<file path="src/rtl/spch_pkg.sv">
// Shared types and constants for the superpixel centre and histogram block
`timescale 1ns / 1ps
`default_nettype none
package spch_pkg;
    localparam int MAX_SP = 256;
    localparam int MAX_BINS = 8;
    localparam int STRIDE = MAX_BINS * MAX_BINS * MAX_BINS;
    localparam int SPW = $clog2(MAX_SP);
    localparam int BW = $clog2(STRIDE);
    localparam int HAW = SPW + BW;
    localparam int HIST_DEPTH = MAX_SP * STRIDE;
    localparam logic [19:0] COUNT_MAX = 20'hFFFFF;
    localparam logic [29:0] SUM_MAX = 30'h3FFFFFFF;

    localparam logic [0:0] REG_SP_COUNT = 1'b0;
    localparam logic [0:0] REG_BINS = 1'b1;

    typedef enum logic [1:0] {
        KIND_CLEAR = 2'd0,
        KIND_PIXEL = 2'd1,
        KIND_FINAL = 2'd2,
        KIND_READ  = 2'd3
    } kind_t;

    typedef enum logic [1:0] {
        ST_OK = 2'd0,
        ST_LABEL = 2'd1,
        ST_BIN = 2'd2
    } status_t;

    typedef enum logic [4:0] {
        S_IDLE, S_CLR, S_PIX_RD, S_PIX_WAIT, S_PIX_WR,
        S_FIN_SP, S_FIN_SPW, S_FIN_CHK, S_FIN_RD0, S_FIN_RD1, S_FIN_WAIT, S_FIN_WR,
        S_RD_RD, S_RD_WAIT, S_RD_DIV, S_RD_DIVW, S_OUT
    } state_t;

    typedef struct packed {
        logic        start;
        logic [47:0] num;
        logic [19:0] den;
    } div_req_t;

    typedef struct packed {
        logic        busy;
        logic        done;
        logic [47:0] quo;
    } div_rsp_t;
endpackage
`default_nettype wire

</file>
<file path="src/rtl/spch_divider.sv">
// Shared restoring divider, one quotient bit per cycle
`timescale 1ns / 1ps
`default_nettype none
module spch_divider (
    input  wire logic                clk,
    input  wire logic                rst_n,
    input  wire spch_pkg::div_req_t  req,
    output spch_pkg::div_rsp_t       rsp
);
    logic [47:0] quo_reg, quo_next;
    logic [19:0] rem_reg, rem_next;
    logic [19:0] den_reg, den_next;
    logic [5:0]  cnt_reg, cnt_next;
    logic        busy_reg, busy_next, done_reg, done_next;
    logic [20:0] trial;

    always_comb
    begin
        quo_next = quo_reg;
        rem_next = rem_reg;
        den_next = den_reg;
        cnt_next = cnt_reg;
        busy_next = busy_reg;
        done_next = 1'b0;
        trial = {rem_reg, quo_reg[47]};
        if (req.start)
        begin
            quo_next = req.num;
            rem_next = '0;
            den_next = req.den;
            cnt_next = 6'd48;
            busy_next = 1'b1;
        end
        else if (busy_reg)
        begin
            if (trial >= {1'b0, den_reg})
            begin
                rem_next = 20'(trial - {1'b0, den_reg});
                quo_next = {quo_reg[46:0], 1'b1};
            end
            else
            begin
                rem_next = trial[19:0];
                quo_next = {quo_reg[46:0], 1'b0};
            end
            cnt_next = cnt_reg - 6'd1;
            if (cnt_reg == 6'd1)
            begin
                busy_next = 1'b0;
                done_next = 1'b1;
            end
        end
    end

    always_ff @(posedge clk or negedge rst_n)
    begin
        if (!rst_n)
        begin
            busy_reg <= 1'b0;
            done_reg <= 1'b0;
            cnt_reg <= '0;
        end
        else
        begin
            busy_reg <= busy_next;
            done_reg <= done_next;
            cnt_reg <= cnt_next;
        end
    end

    always_ff @(posedge clk)
    begin
        quo_reg <= quo_next;
        rem_reg <= rem_next;
        den_reg <= den_next;
    end

    assign rsp.busy = busy_reg;
    assign rsp.done = done_reg;
    assign rsp.quo = quo_reg;
endmodule
`default_nettype wire

</file>
<file path="config.mk">
export PLATFORM = sky130hd
export DESIGN_NAME = spch_divider
export DESIGN_NICKNAME = d
export VERILOG_FILES = /design/src/rtl/spch_pkg.sv /design/src/rtl/spch_divider.sv
export SDC_FILE = /design/constraint.sdc
export NUM_CORES = 1
export LEC_CHECK = 0
export ABC_CLOCK_PERIOD_IN_PS = 5900
export BUFFER_PORTS_ARGS = -buffer_cell sky130_fd_sc_hd__buf_4
export CORE_UTILIZATION = 35
export CTS_BUF_LIST = sky130_fd_sc_hd__clkbuf_4 sky130_fd_sc_hd__clkbuf_8
export DETAILED_ROUTE_END_ITERATION = 10
export PLACE_DENSITY = 0.53
export SETUP_SLACK_MARGIN = 0.4
export SLEW_MARGIN = 20
export SYNTH_ARGS = -nofsm -noshare
export SYNTH_HDL_FRONTEND = slang
export SYNTH_SLANG_ARGS = --single-unit
export TNS_END_PERCENT = 50
</file>
<file path="constraint.sdc">
create_clock -name clk -period 5.9 [get_ports clk]
set_clock_uncertainty 0.15 [all_clocks]
set_input_delay 0.59 -clock clk [delete_from_list [all_inputs] [get_ports clk]]
set_output_delay 0.59 -clock clk [all_outputs]
set_load 0.01 [all_outputs]
</file>
; Yosys cells after proc, flatten, opt, wreduce, memory -nomap -nowiden
; Cells that the tools add are included.
[op_classes]
n_addsub = 2
mul = 0
n_div = 0
n_lt_le_gt_ge = 1
n_eq_ne = 1
shift = 0
n_mux = 12
bitwise = 0
n_reduce_logical = 1
[ops]
columns = operator, count
row1 = $mux W48, 2
row2 = $ge A21 B20 Y1, 1
row3 = $mux W20, 1
row4 = $sub A20 B20 Y20, 1
row5 = $mux W6, 2
row6 = $mux W1, 7
row7 = $eq A6 B1 Y1 const B, 1
row8 = $sub A6 B1 Y6 const B, 1
row9 = $reduce_bool A2 Y1, 1
[word_totals]
ff_bits = 96
latchBits = 0
ramBits = 0
romBits = 0
input_bits = 71
output_inout_bits = 50
word_cells = 23
n_memories = 0

; Logic depth before layout (Yosys ltp)
; Gate-level depths: netlist of the first run.
[depth]
depth_word = 4
ltp_mapped = 12
ltp_nobuf = 10

; Least setup slack after synthesis of the first run
; OpenSTA, ideal clock, no wires.
[synth_timing]
path_kind = reg2reg
startpoint = register busy_reg
endpoint = register quo_reg[0], enable pin
setup_time_ns = 0.402
t_arrival_ns = 2.077
required_time_ns = 5.348
slack_ns = 3.270
stages_incl_launch_ff = 5
path_buffers = 2
synth_period_minus_slack_ns = 2.630
cell_sequence = dfrtp_1 clkbuf_1 buf_1 nor2_1 inv_1
[synth_between]
elab_chain_cells = 1
[synth_rtl]
columns = element, line_no
row1 = "start, declared", spch_divider.sv:14  ; logic busy_reg, busy_next, done_reg, done_next;
row2 = "start signal, assigned", spch_divider.sv:65  ; busy_reg <= busy_next;
row3 = $reduce_bool A2 Y1 (no line), -
row4 = "end signal, assigned", spch_divider.sv:73  ; quo_reg <= quo_next;
row5 = "end, declared", spch_divider.sv:10  ; logic [47:0] quo_reg, quo_next;
; No other way between the ends.
; A chain may end at the register's enable or synchronous reset.

; Worst setup path in the final report of the first run
[layout_timing]
startpoint = register rem_reg[13]
endpoint = register rem_reg[15]
[layout_between]
elab_chain_cells = 2
word_cells_on_any_way = 3
cone_classes = add/sub (1) / order compare (1) / mux (1)
[layout_rtl]
columns = element, line_no
row1 = "start, declared", spch_divider.sv:11  ; logic [19:0] rem_reg, rem_next;
row2 = "start signal, assigned", spch_divider.sv:74  ; rem_reg <= rem_next;
row3 = $sub A20 B20 Y20 / $ge A21 B20 Y1 (equally long branches), "spch_divider.sv:38, spch_divider.sv:36"
row4 = $mux W20 *, spch_divider.sv:36  ; if (trial >= {1'b0, den_reg})
; Every way passes the cells marked *; elsewhere a longest branch is shown, timed or not.

==> out/results.md, run 1 <==
| Quantity | This run |
|---|---|
| Result of the run | finished, final reports clean |
| Static power due to leakage | 2.72 nW |
| Path type of the worst setup path | reg2reg |
| Area share of the largest cell type after synthesis | 39.2% |
| Async S/R FF share, synth | 8.33% |
| Leading area contributor after synthesis | sky130_fd_sc_hd__edfxtp_1 |
| Dominant cells by area after synthesis | sky130_fd_sc_hd__edfxtp_1 (39%), sky130_fd_sc_hd__mux2_2 (10%), sky130_fd_sc_hd__dfxtp_1 (7.7%), sky130_fd_sc_hd__ha_1 (5.3%), sky130_fd_sc_hd__dfrtp_1 (3.8%) |
| Arrival time of data at the critical path endpoint | 3240 ps |
| Clock-pin slew reported for the worst setup and hold paths after clock tree synthesis | 90 ps |
| Routed via count | 3781 |
| Initial standard-cell utilization of the core | 35.8% |
| Die X-Extent | 124 um |
| Switching share of power | 37.0% |
| Buf+Inv Stages, Crit Path | 0 |
| Number of different library cells in the post-synthesis netlist | 67 |
| Maximum number of pins on one net before global-route repair | 66 |
| Number of flops mapped to enable cells by yosys | 68 |
| Slew Limit Fails | 0 |
| Cell breakdown of the critical path | ha_1, and4_4, and2_1, o2111ai_1, a21oi_2, or2_1, o31ai_1, a311oi_1 |
| Source of the worst hold timing path | req[11] |
| Diode count | 0 |
| FMAX | 0.322 GHz |
| YS warnings | 0 |
| Synth-to-layout area growth | 23.5% |
| Routability cong. | 0.850 |
| Fraction of layout instances using a drive strength above 1 | 36.7% |
| Number of hold violations in the final report | 0 |
| Worst R2R Path Depth | 8 |
| Number of instances on the worst hold path | 1 |
| Power density of the placed cells | 377 nW/um2 |
| Tmin final | 3110 ps |
| Peak per-stage delay on the critical path | 700 ps |
| Startpoint of the most critical register-to-register path | rem_reg[13] |
| Share of power burned in the clock network | 19.0% |
| Relative slew slack | 40.8% |
| Worst setup slack for register-to-register paths | 2790 ps |
| Nets | 655 |
| Post-synthesis cell area | 5210 um2 |
| Worst hold slack after final layout | 237 ps |
| Combinational group share of total power | 42.3% |
| Area of the die | 15400 um2 |
| Crit start category | register |
| RSZ-0062 raised after global routing | false |
| Initial antenna violation count | 0 |
| DRT antenna net count | 0 |
| Final setup violating endpoints | 0 |
| Number of synthesized register bits | 96 |
| Internal Power | 0.00153 W |
| Worst slack at placement | 2780 ps |
| DRT Pass-1 Iters | 4 |
| Overall fraction of global-route tracks in use | 15.3% |
| Std-Cell Rows | 44 |
| Crit-path leading delay family | simple AND/OR/NAND/NOR gates |
| Sequential Area | 2640 um2 |
| Count of routing violations after the opening detailed-route iteration | 267 |
| Sequential power share | 38.7% |
| Clock latency on the worst-skew pair | 380 ps |
| Placeable core region | 14500 um2 |
| CTS root buffer | sky130_fd_sc_hd__clkbuf_8 |
| Sequential fraction of the synthesis area | 50.7% |
| Clock buffers created by TritonCTS | 9 |
| Clock Path Buffers | 2 |
| Post-CTS Setup Bufs | 0 |
| Total DRC errors in the routed layout | 0 |
| Post-cts repair resize count | 0 |
| Reg2Reg Capture Point | rem_reg[15] |
| First-pass GRT wire length | 18100 um |
| Average detailed-routed wire length per instance | 15.6 um |
| NetSw | 0.000896 W |
| Vert. Die Dim | 124 um |
| Largest register FFs | 48 |
| Deepest level of the CTS H-tree | 3 |
| PnR worst setup slack | 2790 ps |
| Number of fill cells | 1407 |
| CP max-delay cell | sky130_fd_sc_hd__or2_1 |
| Mean number of vias per cell | 5.04 |
| Post-synth top flop | sky130_fd_sc_hd__edfxtp_1 |
| Post-Route WL | 11700 um |
| Mean cell area of the mapped netlist | 11.5 um2 |
| Placed cell area | 6210 um2 |
| Max-cap violations | 0 |
| Post-Syn Nets | 545 |
| Critical path capture point type | register |
| Hold path endpoint | den_reg[11] |
| Post-Synthesis Cells | 451 |
| Cell area after layout | 6430 um2 |
| Critical Path RT | 6040 ps |
| Multi-input combinational cell area | 2310 um2 |
| Final critical-path share of the clock period | 52.7% |
| Overall power of the completed layout | 0.00242 W |
| GRT overflow | 0 |
| Via count of the first global-routing pass | 3501 |
| TritonCTS clock tree | built |
| Critical-path maximum fanout | 19 |
| Slew at the pin with the worst max-slew slack | 887 ps |
| Post-DP HPWL | 8190 um |
| Final setup TNS | 0 ps |
| Count of pins on the block boundary | 121 |
| Kind of path behind the tightest hold check | in2reg |
| Count of port buffers added during placement | 120 |
| Clock sink count | 96 |
| Peak supply drop | 0.152 mV |
[cells by family after synthesis]
kind of cell,count (synthesis),synth area share [%]
and+or+nand+nor,129,12.3
DFF,96,50.7
AOI/OAI and AO/OA,83,13.0
buffers and inverters,54,4.92
muxes,49,10.6
adders and majority gates,23,5.67
xor gates and xnor gates,17,2.86
[power groups by stage]
stage	Sequential (W)	Clock, W	Combinational [W]
3_3_place_gp	0.000950	0	0.00101
6_report	0.000937	0.000461	0.00102
3_5_place_dp	0.000953	0	0.00102
4_1_cts	0.000939	0.000475	0.00103
2_1_floorplan	0.000951	0	0.000787
5_1_grt	0.000954	0.000505	0.00113
[cell usage in the layout, fill, tap and decap left out, types with 14 or more instances in the layout]
cell	count
sky130_fd_sc_hd__nand2_1	38
sky130_fd_sc_hd__inv_1	28
sky130_fd_sc_hd__edfxtp_1	68
sky130_fd_sc_hd__buf_4	123
sky130_fd_sc_hd__mux2_2	48
sky130_fd_sc_hd__nor2_1	35
sky130_fd_sc_hd__a21oi_1	14
sky130_fd_sc_hd__dfxtp_1	20
sky130_fd_sc_hd__ha_1	22
[per-layer routing]
layer / track usage (%) / share of wire, % / up-vias / wire length, um
met5: 0 / 0 / - / 0
met2: 23.4 / 46 / 92 / 5440
li1: - / - / 1882 / -
met1: 21.5 / 48 / 1794 / 5570
met4: 5.73 / 1.5 / 0 / 178
met3: 2.84 / 4.4 / 13 / 513
[cell type report]
type,count,share of cell area [%]
timing repair buffer,124,14.5
sequential,96,41.1
tap,184,3.58
inverter,29,1.69
clock buffer,11,2.26
clock inverter,5,0.953
multi-input combinational,301,35.9
[worst max-delay path by stage]
stage | from | end | slack (ps) | depth (start not counted)
3_3_place_gp | den_reg[14] | rem_reg[15] | 2910 | 9
4_1_cts | rem_reg[13] | rem_reg[15] | 2780 | 8
5_1_grt | den_reg[12] | rem_reg[17] | 2560 | 9
6_report | rem_reg[13] | rem_reg[15] | 2790 | 8
3_5_place_dp | rem_reg[13] | rem_reg[2] | 2780 | 8
2_1_floorplan | busy_reg | quo_reg[0] | 3270 | 4
[what timing repair did]
item                                    CTS  global route
hold buffers                              1             0
endpoints found under the hold margin     8             0
endpoints found under the setup margin    0             0
[cells in the mapped netlist, types with 6 or more instances]
cell / n
sky130_fd_sc_hd__nor3_1: 8
sky130_fd_sc_hd__a211oi_1: 6
sky130_fd_sc_hd__dfxtp_1: 20
sky130_fd_sc_hd__a21o_1: 6
sky130_fd_sc_hd__dfrtp_1: 8
sky130_fd_sc_hd__mux2_2: 48
sky130_fd_sc_hd__clkbuf_1: 11
sky130_fd_sc_hd__nor2_1: 35
sky130_fd_sc_hd__a311oi_1: 7
sky130_fd_sc_hd__a311oi_2: 8
sky130_fd_sc_hd__inv_1: 29
sky130_fd_sc_hd__xor2_1: 7
sky130_fd_sc_hd__o21ai_0: 7
sky130_fd_sc_hd__edfxtp_1: 68
sky130_fd_sc_hd__nand2b_1: 10
sky130_fd_sc_hd__a21oi_1: 14
sky130_fd_sc_hd__nand2_1: 38
sky130_fd_sc_hd__nand3_1: 7
sky130_fd_sc_hd__xnor2_1: 10
sky130_fd_sc_hd__ha_1: 22
[stage by stage]
| stage | utilization, % | std cells |
|---|---|---|
| after floorplan | - | 451 |
| after global placement | 42.8 | 733 |
| after detailed placement | 42.8 | 733 |
| after CTS | 44.2 | 750 |
| after global routing | 44.2 | 750 |
| final | 44.2 | 750 |
Note: power is estimated with default switching activity, not from simulation.
==> run 2: changes to the inputs <==
ABC_CLOCK_PERIOD_IN_PS = 2700   (was 5900)
PLACE_DENSITY = 0.55   (was 0.53)
clock period = 2.7 ns   (was 5.9 ns; I/O delays follow)
==> run 2 against run 1 <==
Compared with the run above:
- combinational power grew to 3.1 times the previous value
- non-clock buffer count grew 78
- via count grew 9.7%
- register-to-register slack lost 2700 ps
- clock power grew 130%
- core utilization grew 7.6 points
- highest routed layer unchanged
==> out/results.md, run 2 (same netlist as run 1, synthesis figures left out) <==
| Quantity | This run |
|---|---|
| Result of the run | finished, final reports clean |
| Largest register FFs | 48 |
| Tmin final | 2560 ps |
| TritonCTS clock tree | built |
| Critical path capture point type | register |
| Leading cell types in the layout, fill and taps excluded | sky130_fd_sc_hd__buf_4 (149), sky130_fd_sc_hd__edfxtp_1 (68), sky130_fd_sc_hd__mux2_2 (48), sky130_fd_sc_hd__dlygate4sd3_1 (46), sky130_fd_sc_hd__nand2_1 (38) |
| Peak per-stage delay on the critical path | 420 ps |
| Overall power of the completed layout | 0.00631 W |
| DRT antenna net count | 0 |
| Average detailed-routed wire length per instance | 15.8 um |
| Die X-Extent | 124 um |
| Clock buffers created by TritonCTS | 9 |
| Vert. Die Dim | 124 um |
| Placed cell area | 6440 um2 |
| Number of fill cells | 1328 |
| GRT overflow | 0 |
| Final setup violating endpoints | 0 |
| Cell breakdown of the critical path | inv_2, ha_4, nor2b_4, o31a_1, o2111ai_2, a21oi_4, or2_4, buf_6, mux2_2 |
| RSZ-0062 raised after global routing | true |
| Clock Path Buffers | 2 |
| Std-Cell Rows | 44 |
| Post-DP HPWL | 8840 um |
| Path type of the worst setup path | reg2reg |
| Overall fraction of global-route tracks in use | 17.7% |
| Peak supply drop | 0.425 mV |
| Max-cap violations | 0 |
| Clock sink count | 96 |
| Routed via count | 4146 |
| Clock-pin slew reported for the worst setup and hold paths after clock tree synthesis | 110 ps |
| Critical-path maximum fanout | 5 |
| First-pass GRT wire length | 20700 um |
| Static power due to leakage | 3.13 nW |
| Arrival time of data at the critical path endpoint | 2570 ps |
| Clock latency on the worst-skew pair | 390 ps |
| Post-Route WL | 13100 um |
| Critical Path RT | 2710 ps |
| Slew at the pin with the worst max-slew slack | 539 ps |
| Placeable core region | 14500 um2 |
| Most frequent standard cell in the layout excluding fill and tap cells | sky130_fd_sc_hd__buf_4 |
| Nets | 733 |
| Mean number of vias per cell | 5.01 |
| Initial antenna violation count | 0 |
| PnR worst setup slack | 137 ps |
| Initial standard-cell utilization of the core | 35.8% |
| Area of the die | 15400 um2 |
| Kind of path behind the tightest hold check | in2reg |
| Power density of the placed cells | 838 nW/um2 |
| Final setup TNS | 0 ps |
| Count of port buffers added during placement | 120 |
| Diode count | 0 |
| Maximum number of pins on one net before global-route repair | 50 |
| Synth-to-layout area growth | 44.6% |
| Total DRC errors in the routed layout | 0 |
| Count of pins on the block boundary | 121 |
| Count of routing violations after the opening detailed-route iteration | 218 |
| CTS root buffer | sky130_fd_sc_hd__clkbuf_8 |
| Crit start category | register |
| Deepest level of the CTS H-tree | 3 |
| Routability cong. | 0.856 |
| FMAX | 0.390 GHz |
| Number of hold violations in the final report | 0 |
| Relative slew slack | 64.1% |
| Cell area after layout | 7530 um2 |
| Via count of the first global-routing pass | 4167 |
| CP max-delay cell | sky130_fd_sc_hd__edfxtp_1 |
| Worst slack at placement | 64.9 ps |
| DRT Pass-1 Iters | 6 |
| Slew Limit Fails | 0 |
| Final critical-path share of the clock period | 94.9% |
| Fraction of layout instances using a drive strength above 1 | 43.8% |
run 2: critical path, delay by kind of cell (launching register included):
kind	cells	cell delay (ps)
buf+inv	2	230
mux	1	250
simple gates	2	380
fa+ha+maj	1	200
flops	1	420
compound gates	3	700
run 2: final timing paths:
path / to / cells after the start / slack, ps / start
min in group asynchronous: busy_reg / 2 / 70 / rst_n
worst min-delay path: quo_reg[46] / 2 / 20 / req[66]
max in group asynchronous: cnt_reg[4] / 2 / 2200 / rst_n
worst min register to register: rem_reg[5] / 2 / 370 / rem_reg[4]
worst max register to register: quo_reg[0] / 9 / 140 / den_reg[1]
worst max-delay path: quo_reg[0] / 9 / 140 / den_reg[1]
run 2: area by class of cell:
type | count | area, um2 | area share [%]
clock buffer | 9 | 124 | 1.64
clock inverter | 7 | 86.3 | 1.15
inverter | 29 | 113 | 1.50
multi-input combinational | 301 | 2630 | 34.9
sequential | 96 | 2640 | 35.1
tap | 184 | 230 | 3.06
timing repair buffer | 202 | 1710 | 22.7
run 2: through the flow:
step,hold slack [ps],instances,utilization (%)
2_1_floorplan,-176,451,-
3_3_place_gp,-56.7,754,44.3
3_5_place_dp,-53.8,754,44.3
4_1_cts,0.0844,823,50.9
5_1_grt,9.18,828,51.8
6_report,23.5,828,51.8
run 2: power breakdown:
group          switching [W]  internal (W)  leakage (nW)  total [W]
logic                0.00150       0.00167          2.06    0.00318
registers           0.000235       0.00186         0.962    0.00210
clock network       0.000585      0.000451         0.110    0.00104
total                0.00232       0.00399          3.13    0.00631
run 2: layer usage:
layer  vias to the layer above  track usage [%]  share of wire (%)  routed length [um]
met5                         -                0                  0                   0
met1                      1992             22.4                 45                5840
li1                       2049                -                  -                   -
met3                        15             3.62                3.6                 471
met2                        90             29.5                 50                6570
met4                         0             6.70                1.6                 211
run 2: what timing repair did:
action | CTS | global route
hold buffers | 46 | 0
endpoints found under the setup margin | 21 | 21
cloned | 0 | 1
setup buffers | 7 | 4
gates resized for setup | 34 | 16
endpoints found under the hold margin | 53 | 0
pin swaps | 14 | 10
==> run 3: changes to the inputs <==
SETUP_SLACK_MARGIN = 0.02   (was 0.4)
==> run 3 against run 2 <==
Compared with the run above:
- final cell count decreased by 4.2%
- design area decreased by 6.7%
- maximum frequency decreased by 0.53%
- register-to-register slack about the same
- hold slack improved by 14 ps
- combinational power decreased by 13%
- critical path depth increased by 1
- non-clock buffer count decreased by 35
==> out/results.md, run 3 (same netlist as run 1, synthesis figures left out) <==
| Quantity | This run |
|---|---|
| FMAX | 0.388 GHz |
| DRT antenna net count | 0 |
| Maximum number of pins on one net before global-route repair | 74 |
| Initial antenna violation count | 0 |
| Final setup violating endpoints | 0 |
| Startpoint of the most critical register-to-register path | den_reg[3] |
| Total DRC errors in the routed layout | 0 |
| Count of pins on the block boundary | 121 |
| Mean number of vias per cell | 5.00 |
| Worst slack at placement | 24.3 ps |
| CTS root buffer | sky130_fd_sc_hd__clkbuf_8 |
| Post-Route WL | 12400 um |
| Final critical-path share of the clock period | 95.4% |
| Tmin final | 2580 ps |
| Cell Count, Final, Fillers Out | 793 |
| Overall power of the completed layout | 0.00593 W |
| Nets | 698 |
| Critical Path End | rem_reg[1] |
| Sequential Area | 2640 um2 |
| Count of routing violations after the opening detailed-route iteration | 282 |
| Initial standard-cell utilization of the core | 35.8% |
| Area of the die | 15400 um2 |
| Source of the worst hold timing path | req[46] |
| Peak supply drop | 0.284 mV |
| Max-cap violations | 0 |
| Die X-Extent | 124 um |
| Clock Path Buffers | 2 |
| Final core utilization | 48.4% |
| Average detailed-routed wire length per instance | 15.6 um |
| Clock-pin slew reported for the worst setup and hold paths after clock tree synthesis | 100 ps |
| Startpoint of the worst setup timing path | den_reg[3] |
| Critical Path RT | 2820 ps |
| Worst R2R Path Depth | 10 |
| Post-DP HPWL | 8540 um |
| Power density of the placed cells | 844 nW/um2 |
| Slew at the pin with the worst max-slew slack | 899 ps |
| Routability cong. | 0.889 |
| Via count of the first global-routing pass | 3724 |
| Critical path capture point type | register |
| Multi-input combinational cell area | 2500 um2 |
| Count of port buffers added during placement | 120 |
| Leading cell types in the layout, fill and taps excluded | sky130_fd_sc_hd__buf_4 (143), sky130_fd_sc_hd__edfxtp_1 (68), sky130_fd_sc_hd__mux2_2 (48), sky130_fd_sc_hd__nand2_1 (38), sky130_fd_sc_hd__nor2_1 (35) |
| Clock latency on the worst-skew pair | 370 ps |
| Path type of the worst setup path | reg2reg |
| First-pass GRT wire length | 18800 um |
| Largest register FFs | 48 |
| Arrival time of data at the critical path endpoint | 2690 ps |
| Slew Limit Fails | 0 |
| Crit start category | register |
| Placed cell area | 6360 um2 |
| Relative slew slack | 40.0% |
| Placeable core region | 14500 um2 |
| Std-Cell Rows | 44 |
| Reg2Reg Capture Point | rem_reg[1] |
| Clock buffers created by TritonCTS | 9 |
| Cell area after layout | 7030 um2 |
| GRT overflow | 0 |
| Synth-to-layout area growth | 34.9% |
| TritonCTS clock tree | built |
| DRT Pass-1 Iters | 4 |
| Vert. Die Dim | 124 um |
| Deepest level of the CTS H-tree | 3 |
| Fraction of layout instances using a drive strength above 1 | 41.2% |
| PnR worst setup slack | 123 ps |
| Placed cell count | 751 |
| Routed via count | 3967 |
| Number of fill cells | 1353 |
| Diode count | 0 |
| Result of the run | finished, final reports clean |
| Overall fraction of global-route tracks in use | 15.9% |
| Clock sink count | 96 |
| Number of hold violations in the final report | 0 |
| Critical-path maximum fanout | 7 |
| Static power due to leakage | 2.94 nW |
| Worst setup slack for register-to-register paths | 120 ps |
| RSZ-0062 raised after global routing | true |
| Most frequent standard cell in the layout excluding fill and tap cells | sky130_fd_sc_hd__buf_4 |
| Kind of path behind the tightest hold check | in2reg |
==> run 3: cell count changes in the layout (fill, tap and decap cells not counted), sizes merged <==
cell / change
buf: -9
bufinv: +1
clkbuf: -1
inv: -1
dlygate4sd3: -25
==> run 3: how the worst min path moves through the flow <==
stage,endpoint,depth (start not counted)
after floorplan,busy_reg,0
after global placement,cnt_reg[5],1
after detailed placement,done_reg,1
after CTS,quo_reg[46],2
after global routing,quo_reg[23],2
final,quo_reg[26],2
==> run 3: cell type report <==
cell class,count,area share (%)
clock buffer,9,1.76
multi-input combinational,301,35.5
clock inverter,7,1.42
timing repair buffer,167,18.9
inverter,29,1.55
tap,184,3.28
sequential,96,37.6
==> run 3: worst max-delay path, stage by stage, from the launching register on <==
cell and delay (ps):
sky130_fd_sc_hd__edfxtp_1 340, sky130_fd_sc_hd__inv_1 40, sky130_fd_sc_hd__ha_1 350, sky130_fd_sc_hd__o211a_1 180, sky130_fd_sc_hd__o31a_1 190, sky130_fd_sc_hd__o2111ai_2 160, sky130_fd_sc_hd__a21oi_2 240, sky130_fd_sc_hd__nor2_2 70
sky130_fd_sc_hd__buf_4 160, sky130_fd_sc_hd__or4b_1 460, sky130_fd_sc_hd__o311ai_0 110
==> run 3: metal layers <==
| layer | up-vias | global-route usage (%) | part of all wire (%) |
|---|---|---|---|
| met3 | 16 | 3.16 | 4.4 |
| met5 | - | 0 | 0 |
| met2 | 93 | 24.4 | 47 |
| met4 | 0 | 6.40 | 1.4 |
| met1 | 1888 | 22.0 | 47 |
| li1 | 1970 | - | - |
==> run 3: per-stage QoR <==
step	hold slack, ps	TNS, ps
after CTS	12.9	0
after global placement	-55.3	0
after detailed placement	-52.0	0
final	37.2	0
after floorplan	-176	0
after global routing	12.8	-17.1
==> run 3: timing repair <==
action	in CTS	in global routing
pin swaps	0	4
hold buffers	21	0
setup endpoints to repair	1	20
hold endpoints to repair	28	0
buffers inserted	0	5
gates resized for setup	1	32
==> run 3: power by group <==
| group | switching (W) | total, W | internal [W] |
|---|---|---|---|
| sequential | 0.000216 | 0.00208 | 0.00186 |
| clock | 0.000542 | 0.00107 | 0.000532 |
| combinational | 0.00140 | 0.00278 | 0.00138 |
